<file path="config.mk">
export PLATFORM = sky130hd
export DESIGN_NAME = bvle_cell
export DESIGN_NICKNAME = d
export VERILOG_FILES = /design/src/rtl/core/bounded_vector_list_engine_top_defines.svh /design/src/rtl/core/bvle_pkg.sv /design/src/rtl/core/bvle_cell.sv
export SDC_FILE = /design/constraint.sdc
export NUM_CORES = 1
export LEC_CHECK = 0
export ABC_AREA = 1
export BUFFER_PORTS_ARGS = -buffer_cell sky130_fd_sc_hd__buf_2
export CORE_UTILIZATION = 25
export CTS_CLUSTER_SIZE = 20
export DETAILED_ROUTE_END_ITERATION = 16
export GPL_TIMING_DRIVEN = 0
export SLEW_MARGIN = 20
export SYNTH_ARGS = -nofsm -noshare
export SYNTH_HDL_FRONTEND = slang
export SYNTH_SLANG_ARGS = --single-unit
</file>
<file path="constraint.sdc">
create_clock -name clk -period 6.3 [get_ports clk]
set_clock_uncertainty 0.1 [all_clocks]
set_input_delay 0.63 -clock clk [delete_from_list [all_inputs] [get_ports clk]]
set_output_delay 0.63 -clock clk [all_outputs]
set_load 0.05 [all_outputs]
</file>
<file path="src/rtl/core/bounded_vector_list_engine_top_defines.svh">
// assertion macros for the bounded vector list engine
// used by bounded_vector_list_engine_top, expects clk and rst in scope
`ifndef BOUNDED_VECTOR_LIST_ENGINE_TOP_DEFINES_SVH
`define BOUNDED_VECTOR_LIST_ENGINE_TOP_DEFINES_SVH

// same-cycle implication, checked outside reset
`define BVLE_ASSERT_IMP(label, ante, cons) \
  label: assert property (@(posedge clk) disable iff (rst) (ante) |-> (cons)) \
    else $error("bvle same-cycle check failed");

// next-cycle implication, checked outside reset
`define BVLE_ASSERT_NEXT(label, ante, cons) \
  label: assert property (@(posedge clk) disable iff (rst) (ante) |=> (cons)) \
    else $error("bvle next-cycle check failed");

`endif

</file>
<file path="src/rtl/core/bvle_pkg.sv">
// shared types and defaults for the bounded vector list engine
// no dependencies
`default_nettype none

package bvle_pkg;

  localparam int DEPTH_DEF        = 64;
  localparam int ELEMENT_BITS_DEF = 32;
  localparam int OP_W             = 3;
  localparam int DATA_W           = 32;

  typedef enum logic [OP_W-1:0] {
    OP_PUSH    = 3'd0,
    OP_POP     = 3'd1,
    OP_REPLACE = 3'd2,
    OP_REMOVE  = 3'd3,
    OP_READ    = 3'd4,
    OP_CLEAR   = 3'd5
  } op_t;

  // broadcast to every cell for one beat
  typedef struct packed {
    logic load;   // cell at addr takes wr_data
    logic shift;  // cells at or above addr take their right neighbor
  } cell_ctrl_t;

endpackage

`default_nettype wire

</file>
<file path="src/rtl/core/bvle_cell.sv">
// one storage cell of the list: holds a single element
// depends on bvle_pkg for the broadcast control struct
`default_nettype none

module bvle_cell import bvle_pkg::*; #(
  parameter int ELEM_W = ELEMENT_BITS_DEF,
  parameter int POS_W  = 6,
  parameter int IDX    = 0
) (
  input  wire logic              clk,
  input  wire cell_ctrl_t        ctrl,
  input  wire logic [POS_W-1:0]  addr,
  input  wire logic [ELEM_W-1:0] wr_data,
  input  wire logic [ELEM_W-1:0] nbr_data,
  output logic      [ELEM_W-1:0] value,
  output logic      [ELEM_W-1:0] rd_term
);

  logic [ELEM_W-1:0] value_next;
  logic              hit;
  logic              at_or_above;

  assign hit         = (addr == POS_W'(IDX));
  assign at_or_above = (POS_W'(IDX) >= addr);

  always_comb begin
    value_next = value;
    if (ctrl.load && hit) begin
      value_next = wr_data;
    end else if (ctrl.shift && at_or_above) begin
      value_next = nbr_data;
    end
  end

  always_ff @(posedge clk) begin
    value <= value_next;
  end

  // and-or read bus term
  assign rd_term = hit ? value : '0;

endmodule

`default_nettype wire

</file>
# Word level (Yosys, flattened, before mapping)
# Index checks and enable logic that the tools add are counted.
dict set report word_totals {
  elab_cells 9
  regBits 32
  in_bits 73
  out_inout_bits 64
}
dict set report classes {
  n_lt_le_gt_ge 1
  n_reduce_logical 4
  mux 3
}
# operator count
set op_table {}
lappend op_table {{$mux 32} 3}
lappend op_table {{$ge 1x6->1 const A} 1}
lappend op_table {{$logic_not 6->1} 1}
lappend op_table {{$logic_and 1x1->1} 2}
lappend op_table {{$reduce_bool 2->1} 1}

# Depth between registers and ports, before layout
dict set report depth {
  depth_word 4
  mapped_depth 6
  mapped_depth_nobuf 5
}

# Worst setup path after synthesis
# OpenSTA, ideal clock, no wires.
dict set report synth_path {
  kind {input to register}
  startpoint {input port addr[3]}
  endpoint {register value[0], enable pin}
  setup_ns 0.421
  cell_stages 5
  arrival_time_ns 2.460
  path_slack_ns 3.319
  path_buffers 0
  t_required_ns 5.779
  cell_sequence {nor2_1 nand2_2 nor2_8 inv_4 nor2_1}
}
dict set report synth_between {
  elab_chain_len 3
  elab_cells_between_ends 5
  classes_between {order compare (1); reduce/logical (4)}
}
# item line
set synth_lines {}
lappend synth_lines {{start: declaration} bvle_cell.sv:12} ;# input wire logic [POS_W-1:0] addr,
lappend synth_lines {{$ge 1x6->1 / $logic_not 6->1 (equally long branches)} {bvle_cell.sv:24, bvle_cell.sv:23}}
lappend synth_lines {{$logic_and 1x1->1 (on tied branches)} {bvle_cell.sv:30, bvle_cell.sv:28}}
lappend synth_lines {{$reduce_bool 2->1 (no source line) (*)} -}
lappend synth_lines {{end signal: assignment} bvle_cell.sv:36} ;# value <= value_next;
lappend synth_lines {{end: declaration} bvle_cell.sv:15} ;# output logic [ELEM_W-1:0] value,
# Every way passes the cells marked *; elsewhere a longest branch is shown, timed or not.
# A chain may end at the register's enable or synchronous reset.

# Final worst setup path
dict set report layout_path {
  startpoint {input port addr[1]}
  endpoint {output port rd_term[14]}
}
dict set report layout_between {
  elab_chain_len 2
}
# item line
set layout_lines {}
lappend layout_lines {{$logic_not 6->1} bvle_cell.sv:23} ;# assign hit = (addr == POS_W'(IDX));
lappend layout_lines {{$mux 32} bvle_cell.sv:40} ;# assign rd_term = hit ? value : '0;
lappend layout_lines {{end: declaration} bvle_cell.sv:16} ;# output logic [ELEM_W-1:0] rd_term
# Every way passes these cells.

==> flow_summary.json <==
{
  "run_status": "completed",
  "final_cycle_utilization_of_the_critical_path_pct": 39.8,
  "power_frac_clock_pct": 33.6,
  "worst_ir_drop_on_vdd_v": 0.0000638,
  "cts-root-to-sink-buffers": 2,
  "slowest_delay_ns": 0.26,
  "synthesis.yosys.warnings": 0,
  "drt-wirelength-per-cell_um": 11.2,
  "filler_cell_count": 790,
  "proportion_of_synthesized_chip_area_in_sequential_cells_pct": 50.7,
  "multi_input_area_um2": 704,
  "top_register": "value",
  "layout.area.seq_um2": 961,
  "count_of_nets_left_with_antenna_violations_after_detail_routing": 0,
  "routed_wl_mm": 5.11,
  "floorplan.core_area_um2": 7290,
  "worstMarginPinSlew_ns": 0.505,
  "grt_max_degree": 19,
  "placement_rows": 31,
  "area.growth.synth_to_final_pct": 48.1,
  "slew-limit-headroom_pct": 66.3,
  "finalSetupViolations": 0,
  "mappedNetlistNets": 288,
  "crit_arrival_ns": 1.77,
  "setup.worst_path.class": "in -> out",
  "timing.critical_path.slowest_stage_cell": "sky130_fd_sc_hd__buf_2",
  "synth_cells": 215,
  "cap_violations": 0,
  "p_per_area_nw_per_um2": 158,
  "hold-path-endpoint": "value[26]$_DFFE_PP_",
  "tritoncts.num_buffers": 5,
  "dieArea_um2": 7930,
  "drv_slew": 0,
  "grt_first_pass_wirelength_mm": 7.17,
  "cts-root-buf": "sky130_fd_sc_hd__clkbuf_8",
  "worstHoldStart": "nbr_data[26]",
  "synth.area.top_cells": "sky130_fd_sc_hd__edfxtp_1 51%, sky130_fd_sc_hd__nand2_1 13%, sky130_fd_sc_hd__nand3_1 8.4%",
  "cell_internal_pwr_uw": 336,
  "p_leak_uw": 0.00152,
  "timing.critical_path.to_type": "primary output",
  "synth.distinct_cells": 16,
  "fin_crit_ns": 2.50,
  "post-synth-top-area-fraction_pct": 50.7,
  "min_path_type": "in -> reg",
  "mean_post_synth_cell_area_um2": 8.82,
  "htreeDepth": 2,
  "drt_drc_violations_left": 0,
  "timing.fmax_ghz": 0.399,
  "leading_area_contributor_after_synthesis": "sky130_fd_sc_hd__edfxtp_1",
  "clk_pin_slew_ns": 0.07,
  "detailedRoute.firstIterationViolations": 38,
  "gpl.final_weighted_congestion": 0.742,
  "initial_antenna_violation_count": 0,
  "cts_resized": 0,
  "top_flop_regs": "value x32",
  "whs_path_depth": 3,
  "drive_above_1_share_pct": 52.2,
  "portBuffers": 135,
  "fin_tns_setup_ns": 0,
  "cts_tree": "done",
  "die_h_um": 89.1,
  "power_frac_seq_pct": 53.6,
  "drt-vias-per-instance": 4.08,
  "netSwitchingPower_uw": 107,
  "grt_usage_pct": 12.2,
  "power.combinational.fraction_pct": 12.8,
  "number_of_global_route_vias_before_repair": 1549,
  "io_pins": 137,
  "grt_setup_unrepaired": "no",
  "final.hold.worst_slack_ns": 0.510,
  "grt_overflow": 0,
  "detail_route.first_pass.iterations": 4,
  "clock_sink_count": 32,
  "crit_required_ns": 5.57,
  "floorplan.initialDensity_pct": 26.0,
  "n_antenna_cell": 0,
  "post_cts_hold_buffer_count": 0,
  "fin_nets": 431,
  "finalNonFillerCells": 457,
  "placed_cells_incl_taps": 450,
  "flip_flop_count_of_the_largest_register_all_copies_and_words_added": 32,
  "synth.ff_latch_count": 32,
  "worstPathBufferInverterCount": 4,
  "netSwitchingFraction_pct": 24.1,
  "cts_setup_buffers": 0,
  "dieWidth_um": 89.1,
  "finish.utilization_pct": 38.5,
  "setup.worst_path.start_class": "input pin",
  "path_delay_family": "buffers and inverters",
  "worstPathMaxFanout": 10,
  "finalHoldViolations": 0,
  "via_count": 1865,
  "crit_path_most_repeated_cell": "sky130_fd_sc_hd__buf_2",
  "timing.critical_path.cells": "buf_2, nor2_1, nand2_2, nor2_8, inv_4, buf_12, nor2_4, buf_2",
  "dp_hpwl_mm": 3.93,
  "synthesis.area_um2": 1900,
  "finalPower_uw": 443
}
==> logic make-up (layout without fill, tap and decap cells) <==
group | count (synthesis) | after routing | synth area share [%]
buf+inv | 47 | 190 | 12.5
flops | 32 | 32 | 50.7
simple gates | 136 | 136 | 36.8
==> power by group through the flow <==
stage,clock network (uW),registers (uW),logic (uW)
3_3_place_gp,0,242,55.9
2_1_floorplan,0,249,22.0
4_1_cts,157,237,57.7
5_1_grt,162,238,63.4
6_report,149,237,56.9
3_5_place_dp,0,242,57.6
==> cells in the final DEF, fill, tap and decap left out, types with 4 or more instances in the layout <==
cell,Yosys,layout
sky130_fd_sc_hd__nor2_2,20,20
sky130_fd_sc_hd__inv_1,32,32
sky130_fd_sc_hd__nand3_1,32,32
sky130_fd_sc_hd__edfxtp_1,32,32
sky130_fd_sc_hd__buf_6,5,5
sky130_fd_sc_hd__clkbuf_1,3,4
sky130_fd_sc_hd__clkbuf_8,0,5
sky130_fd_sc_hd__nand2_1,64,64
sky130_fd_sc_hd__nor2_4,10,11
sky130_fd_sc_hd__nor2_1,7,6
sky130_fd_sc_hd__buf_2,4,139
==> how the worst max path moves through the flow <==
stage / from / end / slack [ns] / cells after the start
after floorplan: addr[3] / value[0]$_DFFE_PP_ / 3.32 / 5
after global placement: addr[1] / value[4]$_DFFE_PP_ / 2.49 / 6
after detailed placement: addr[1] / rd_term[1] / 3.79 / 8
after CTS: addr[1] / rd_term[1] / 3.79 / 8
after global routing: addr[3] / rd_term[21] / 3.68 / 8
final: addr[1] / rd_term[14] / 3.80 / 8
==> metal layers <==
metal,part of all wire [%],track usage [%],vias to the layer above,wire [um]
met4,0.78,2.60,0,40
met1,41,14.9,827,2080
met3,6.9,3.14,6,352
li1,-,-,948,-
met5,0,0,-,0
met2,52,21.6,84,2630
==> metrics by stage <==
| stage | area, um^2 | setup WS [ns] |
|---|---|---|
| global route | 2810 | 3.68 |
| floorplan | 1900 | 3.32 |
| detailed placement | 2730 | 3.79 |
| CTS | 2810 | 3.79 |
| global placement | 2700 | 2.49 |
| finish | 2810 | 3.80 |
==> Yosys cell counts <==
library cell / n
sky130_fd_sc_hd__nand2_1: 64
sky130_fd_sc_hd__edfxtp_1: 32
sky130_fd_sc_hd__inv_1: 32
sky130_fd_sc_hd__nand3_1: 32
sky130_fd_sc_hd__nor2_2: 20
sky130_fd_sc_hd__nor2_4: 10
sky130_fd_sc_hd__nor2_1: 7
sky130_fd_sc_hd__buf_6: 5
sky130_fd_sc_hd__buf_2: 4
sky130_fd_sc_hd__clkbuf_1: 3
sky130_fd_sc_hd__buf_12: 1
sky130_fd_sc_hd__inv_2: 1
sky130_fd_sc_hd__inv_4: 1
sky130_fd_sc_hd__nand2_2: 1
sky130_fd_sc_hd__nand4_1: 1
sky130_fd_sc_hd__nor2_8: 1
==> cell type report <==
cell class | instances | area share [%]
clock inverters | 1 | 0.178
inverters | 34 | 4.63
clock buffers | 6 | 2.58
multi-input cells | 136 | 25.1
plain buffers | 13 | 3.83
repair buffers | 136 | 25.0
well taps | 99 | 4.41
flip-flops and latches | 32 | 34.2
Note: power is estimated with default switching activity, not from simulation.
